File: src/rtl/tli_pkg.sv
// Shared types and constants of the table linear interpolator.
`timescale 1ns / 1ps
`default_nettype none

package tli_pkg;

	// Breakpoint table geometry.
	localparam int TABLE_DEPTH = 64;
	localparam int IDX_W       = $clog2(TABLE_DEPTH);

	// Field widths fixed by the stream format.
	localparam int PT_W        = 6;
	localparam int LIDX_W      = 6;
	localparam int IN_TDATA_W  = 104;
	localparam int OUT_TDATA_W = 32;

	// Request kinds carried on the input tuser.
	localparam logic FUNC_LOAD  = 1'b0;
	localparam logic FUNC_QUERY = 1'b1;

	// Result status codes carried on the output tuser.
	localparam logic [1:0] STAT_IN_RANGE  = 2'd0;
	localparam logic [1:0] STAT_BELOW     = 2'd1;
	localparam logic [1:0] STAT_ABOVE     = 2'd2;
	localparam logic [1:0] STAT_NOT_FOUND = 2'd3;

	// Input tdata layout; the last member, point_index, sits in the lowest bits.
	typedef struct packed {
		logic [1:0]         pad;
		logic signed [31:0] query_x;
		logic signed [31:0] load_y;
		logic signed [31:0] load_x;
		logic [PT_W-1:0]    point_index;
	} in_data_t;

	// One table entry as stored in the memory.
	typedef struct packed {
		logic signed [31:0] y;
		logic signed [31:0] x;
	} point_t;

	// Request to the multiply-divide unit: start with operands.
	typedef struct packed {
		logic        start;
		logic [32:0] mag;
		logic [31:0] dq;
		logic [31:0] dx;
	} md_req_t;

	// Response from the multiply-divide unit.
	typedef struct packed {
		logic        busy;
		logic        done;
		logic [32:0] quot;
	} md_rsp_t;

endpackage

`default_nettype wire

File: src/rtl/tli_muldiv.sv
// Iterative unit that computes floor(mag * dq / dx) on one shared 34-bit adder.
`timescale 1ns / 1ps
`default_nettype none

module tli_muldiv
	import tli_pkg::*;
(
	input  wire logic    clk,
	input  wire logic    arst_n,
	input  wire md_req_t req,
	output md_rsp_t      rsp
);

	localparam logic [1:0] PH_IDLE  = 2'd0;
	localparam logic [1:0] PH_MUL   = 2'd1;
	localparam logic [1:0] PH_ALIGN = 2'd2;
	localparam logic [1:0] PH_DIV   = 2'd3;

	localparam logic [5:0] MUL_LAST = 6'd31;
	localparam logic [5:0] DIV_LAST = 6'd32;

	logic [1:0]  phase_q;
	logic [5:0]  cnt_q;
	logic        done_q;
	logic [32:0] mag_q;
	logic [31:0] dx_q;
	logic [32:0] a_q;
	logic [32:0] b_q;

	logic [32:0] div_t;
	logic [33:0] op_a;
	logic [33:0] op_b;
	logic        op_sub;
	logic [33:0] sum;
	logic        ge;

	// Shared adder: shift-add multiply or restoring divide step.
	always_comb begin
		div_t  = {a_q[31:0], b_q[32]};
		op_a   = '0;
		op_b   = '0;
		op_sub = 1'b0;
		unique case (phase_q)
			PH_MUL: begin
				op_a = {1'b0, a_q};
				op_b = b_q[0] ? {1'b0, mag_q} : '0;
			end
			PH_DIV: begin
				op_a   = {1'b0, div_t};
				op_b   = {2'b00, dx_q};
				op_sub = 1'b1;
			end
			default: begin
				op_sub = 1'b0;
			end
		endcase
		sum = op_sub ? (op_a - op_b) : (op_a + op_b);
		ge  = ~sum[33];
	end

	// Sequencer control state.
	always_ff @(posedge clk or negedge arst_n) begin
		if (!arst_n) begin
			phase_q <= PH_IDLE;
			cnt_q   <= '0;
			done_q  <= 1'b0;
		end else begin
			done_q <= 1'b0;
			unique case (phase_q)
				PH_IDLE: begin
					if (req.start) begin
						phase_q <= PH_MUL;
						cnt_q   <= '0;
					end
				end
				PH_MUL: begin
					cnt_q <= cnt_q + 6'd1;
					if (cnt_q == MUL_LAST) begin
						phase_q <= PH_ALIGN;
					end
				end
				PH_ALIGN: begin
					cnt_q   <= '0;
					phase_q <= PH_DIV;
				end
				PH_DIV: begin
					cnt_q <= cnt_q + 6'd1;
					if (cnt_q == DIV_LAST) begin
						phase_q <= PH_IDLE;
						done_q  <= 1'b1;
					end
				end
				default: begin
					phase_q <= PH_IDLE;
				end
			endcase
		end
	end

	// Datapath: product builds in {a, b}, then the quotient shifts into b.
	always_ff @(posedge clk) begin
		unique case (phase_q)
			PH_IDLE: begin
				if (req.start) begin
					mag_q <= req.mag;
					dx_q  <= req.dx;
					a_q   <= '0;
					b_q   <= {1'b0, req.dq};
				end
			end
			PH_MUL: begin
				a_q <= sum[33:1];
				b_q <= {1'b0, sum[0], b_q[31:1]};
			end
			PH_ALIGN: begin
				a_q <= {2'b00, a_q[31:1]};
				b_q <= {a_q[0], b_q[31:0]};
			end
			PH_DIV: begin
				a_q <= ge ? sum[32:0] : div_t;
				b_q <= {b_q[31:0], ge};
			end
			default: begin
				a_q <= a_q;
			end
		endcase
	end

	assign rsp.busy = (phase_q != PH_IDLE);
	assign rsp.done = done_q;
	assign rsp.quot = b_q;

	// The partial remainder always stays below the divisor.
	a_rem_below_dx: assert property (@(posedge clk) disable iff (!arst_n)
		(phase_q == PH_DIV) |-> (a_q < {1'b0, dx_q}))
		else $error("divide remainder not below divisor");

	// A start is only issued while the unit is free.
	a_start_idle: assert property (@(posedge clk) disable iff (!arst_n)
		req.start |-> (phase_q == PH_IDLE))
		else $error("start while busy");

	// Done follows the last divide step.
	a_done_after_div: assert property (@(posedge clk) disable iff (!arst_n)
		done_q |-> ($past(phase_q) == PH_DIV && $past(cnt_q) == DIV_LAST))
		else $error("done without finishing the divide");

endmodule

`default_nettype wire

File: config.mk
export PLATFORM = sky130hd
export DESIGN_NAME = tli_muldiv
export DESIGN_NICKNAME = d
export VERILOG_FILES = /design/src/rtl/tli_pkg.sv /design/src/rtl/tli_muldiv.sv
export SDC_FILE = /design/constraint.sdc
export NUM_CORES = 1
export LEC_CHECK = 0
export BUFFER_PORTS_ARGS = -buffer_cell sky130_fd_sc_hd__buf_4
export CAP_MARGIN = 15
export CORE_MARGIN = 4
export CORE_UTILIZATION = 59
export CTS_BUF_LIST = sky130_fd_sc_hd__clkbuf_8 sky130_fd_sc_hd__clkbuf_16
export DETAILED_ROUTE_END_ITERATION = 8
export PLACE_DENSITY = 0.82
export SLEW_MARGIN = 20
export SYNTH_ARGS = -nofsm -noshare
export SYNTH_HDL_FRONTEND = slang
export SYNTH_SLANG_ARGS = --single-unit
File: constraint.sdc
create_clock -name clk -period 5.9 [get_ports clk]
set_input_delay 0.295 -clock clk [delete_from_list [all_inputs] [get_ports clk]]
set_output_delay 0.295 -clock clk [all_outputs]
set_load 0.01 [all_outputs]
==> results.sh <==
export IMPL_status="finished, final reports clean"
export IMPL_synth_area_um2=9500
export IMPL_maxCapViolCount=0
export IMPL_drt_met1_wl_mm=11.3
export IMPL_r2r_cells=20
export IMPL_clock_sinks=140
export IMPL_synth_top_cell_by_area="edfxtp_1"
export IMPL_htreeDepth=4
export IMPL_synth_flop_cell="edfxtp_1"
export IMPL_first_pass_iters=9
export IMPL_leakage_nw=4.33
export IMPL_n_fill_cell=1163
export IMPL_pin_count=135
export IMPL_synth_top_family_by_area="compound AO/OA/AOI/OAI gates"
export IMPL_ys_types=71
export IMPL_cts_tree="done"
export IMPL_ir_drop_mv=0.333
export IMPL_fmax_mhz=178
export IMPL_power_density_nw_per_um2=628
export IMPL_syn_inst=974
export IMPL_grt_overflow_total=0
export IMPL_diodes=0
export IMPL_slowest_stage="or3_1"
export IMPL_cts_buffers=17
export IMPL_worst_setup_path_end_kind="flop"
export IMPL_layout_drive_gt1_share_pct=19.0
export IMPL_die_h_um=135
export IMPL_slew_headroom_pct=37.3
export IMPL_cts_root_buffer="clkbuf_16"
export IMPL_synth_simple_gate_area_share_pct=13.5
export IMPL_place_area_um2=10700
export IMPL_core_area_um2=15800
export IMPL_critPathMaxFanout=40
export IMPL_track_usage_pct=27.7
export IMPL_finalSetupViolCount=0
export IMPL_maxUsedRoutingLayer="met4"
export IMPL_period_share_pct=95.4
export IMPL_synth_xor_area_share_pct=4.52
export IMPL_ys_warn_count=0
export IMPL_worstPathRequired_ns=6.03
export IMPL_ys_top_cells_by_count="edfxtp_1, nand2_1, o21ai_0"
export IMPL_dpl_worst_slack_ns=0.245
export IMPL_ant_nets=0
export IMPL_crit_type="flop to flop"
export IMPL_viasPerCell=6.54
export IMPL_crit_start="phase_q[1]"
export IMPL_crit_chain="inv_1 > ha_4 > nand2_1 > o21ai_1 > nor4_4 > nand4_2 > or3_1 > nand4b_1 > a221oi_2 > a21oi_1 > nor2_1 > ha_1 > a21o_1 > a21oi_1 > o21ai_0 > a31oi_1 > o21ai_4 > buf_12 > o21ai_0 > o22ai_1"
export IMPL_die_area_um2=18200
export IMPL_max_stage_delay_ns=0.54
export IMPL_min_period_ns=5.63
export IMPL_ys_async_sr_fraction_pct=6.43
export IMPL_drcViolationCount=0
export IMPL_grt_pass1_wl_mm=40.5
export IMPL_muxShareOfSynthArea_pct=2.77
export IMPL_wirelength_mm=25.4
export IMPL_route_met2_wl_mm=11.4
export IMPL_worstSkewPairLatency_ns=0.43
export IMPL_grt_pass1_vias=7909
export IMPL_power_mw=7.08
export IMPL_ff2ff_setup_slack_ns=0.27
export IMPL_initial_core_util_pct=60.0
export IMPL_hold_violations=0
export IMPL_tns_ns=0
export IMPL_post_synth_top_count_cell="edfxtp_1"
export IMPL_rsz0062_at_grt="no"
export IMPL_synth_edff_count=131
export IMPL_hold_depth=1
export IMPL_clkTransAtPathRegs_ns=0.07
export IMPL_synthAdderAreaFrac_pct=5.61
export IMPL_reg2reg_from="phase_q[1]"
export IMPL_timing_rr_end="a_q[0]"
export IMPL_endpoint="a_q[0]"
export IMPL_setup_slack_ns=0.273
export IMPL_antenna_found_initial=0
export IMPL_worst_pin_slew_ns=0.941
export IMPL_wire_per_inst_um=19.4
export IMPL_io_buffers=134
export IMPL_vias=8574
export IMPL_worst_setup_path_start_kind="flop"
export IMPL_drt_initial_drc_count=1126
export IMPL_grt_max_degree=100
export IMPL_syn_to_final_growth_pct=18.8
export IMPL_die_width_um=135
export IMPL_arrival_ns=5.76
export IMPL_report_final_slew_viol_count=0
export IMPL_routed_wl_met3_mm=2.16
export IMPL_hp_class="primary input to flop"
export IMPL_netlist_top_cells_area="edfxtp_1, ha_1, a22oi_1, o21ai_0, nand2_1"
export IMPL_dp_final_hpwl_mm=17.4
export IMPL_place_gp_congestion=0.961
export IMPL_syn_nets=1116
export IMPL_cts_buffer_depth=2
export IMPL_avgSynthCellArea_um2=9.75
export IMPL_design_area_um2=11300
export IMPL_num_rows=46
export IMPL_nets=1225
export IMPL_finalClockSkew_ns=0.00941
export IMPL_synth_compound_area_share_pct=26.1
export IMPL_synth_seq_cells=140
export IMPL_yosysSeqAreaShare_pct=43.8
export IMPL_synth_top_area_share_pct=41.4
## worst min path at each step
stage	start	to	slack, ns
final	req[19]	dx_q[19]	0.04
after global routing	req[28]	dx_q[28]	0.03
after CTS	req[88]	mag_q[24]	0.03
after detailed placement	arst_n	phase_q[1]	0.13
after global placement	arst_n	cnt_q[1]	0.13
after floorplan	arst_n	cnt_q[0]	-0.0006
## metal layers
metal | vias up | GRT usage, %
met5 | - | 0
met4 | 0 | 8.94
met3 | 54 | 5.14
met2 | 485 | 41.3
met1 | 4039 | 41.0
li1 | 3996 | -
## worst max-delay path, delay by kind of cell, from the launching register on
| kind | cells | cell delay (ns) |
|---|---|---|
| flip-flops | 1 | 0.43 |
| AO/OA/AOI/OAI | 10 | 1.96 |
| AND/OR/NAND/NOR | 6 | 1.93 |
| adder cells (fa/ha/maj) | 2 | 0.63 |
| buffers and inverters | 2 | 0.34 |
## cell usage in the layout (no fill, tap or decap), drive strengths merged, types with 5 or more instances in the layout
cell,netlist,layout
xor2,24,24
inv,18,24
a22o,30,30
nand3,11,11
edfxtp,131,131
clkbuf,46,17
nand3b,17,17
a32oi,5,5
nor3,17,17
nor2,42,42
xnor2,25,25
and3,9,9
o21bai,6,6
nand2,106,106
a21o,14,14
buf,18,153
nor4,9,9
a31oi,12,12
a211oi,6,6
nand2b,6,6
o21ai,91,91
a21oi,78,78
a221oi,7,7
ha,41,41
mux2i,24,24
dfrtp,9,9
clkinv,2,7
nor2b,8,8
nand4,12,12
o31ai,6,6
o22ai,30,30
a22oi,61,61
## area by class of cell
type / instances / area, um2 / area share [%]
inverters: 20 / 75.1 / 0.666
multi-input cells: 750 / 5040 / 44.7
flip-flops and latches: 140 / 4160 / 36.9
clock buffers: 17 / 425 / 3.77
well taps: 216 / 270 / 2.40
repair buffers: 154 / 1170 / 10.4
clock inverters: 15 / 135 / 1.20
## through the flow
step / cells / hold slack (ns) / util [%]
after global placement: 1274 / 0.129 / 67.4
after floorplan: 974 / -0.000591 / -
after CTS: 1307 / 0.0271 / 71.0
after detailed placement: 1274 / 0.128 / 67.4
final: 1312 / 0.0389 / 71.2
after global routing: 1312 / 0.0263 / 71.2
## logic make-up after synthesis
family	after synthesis
AO/OA/AOI/OAI	379
XOR/XNOR	49
adder cells (fa/ha/maj)	42
buffers and inverters	84
flip-flops	140
multiplexers	26
AND/OR/NAND/NOR	254
## registers in the layout, indices dropped and copies added, names as in the netlist
name and count:
dx_q 32, a_q 33, phase_q 2, b_q 33, cnt_q 6, mag_q 33, done_q 1
## repair_timing
action / CTS / global route
setup endpoints to repair: 0 / 34
hold endpoints to repair: 9 / 0
hold buffers: 1 / 0
resized for setup: 0 / 1
setup buffers: 0 / 5
## power by group
| group | switching [mW] | internal, mW |
|---|---|---|
| Combinational | 2.59 | 1.60 |
| Clock | 0.455 | 0.585 |
| Sequential | 0.282 | 1.56 |
Power figures use the tool's default switching activity.
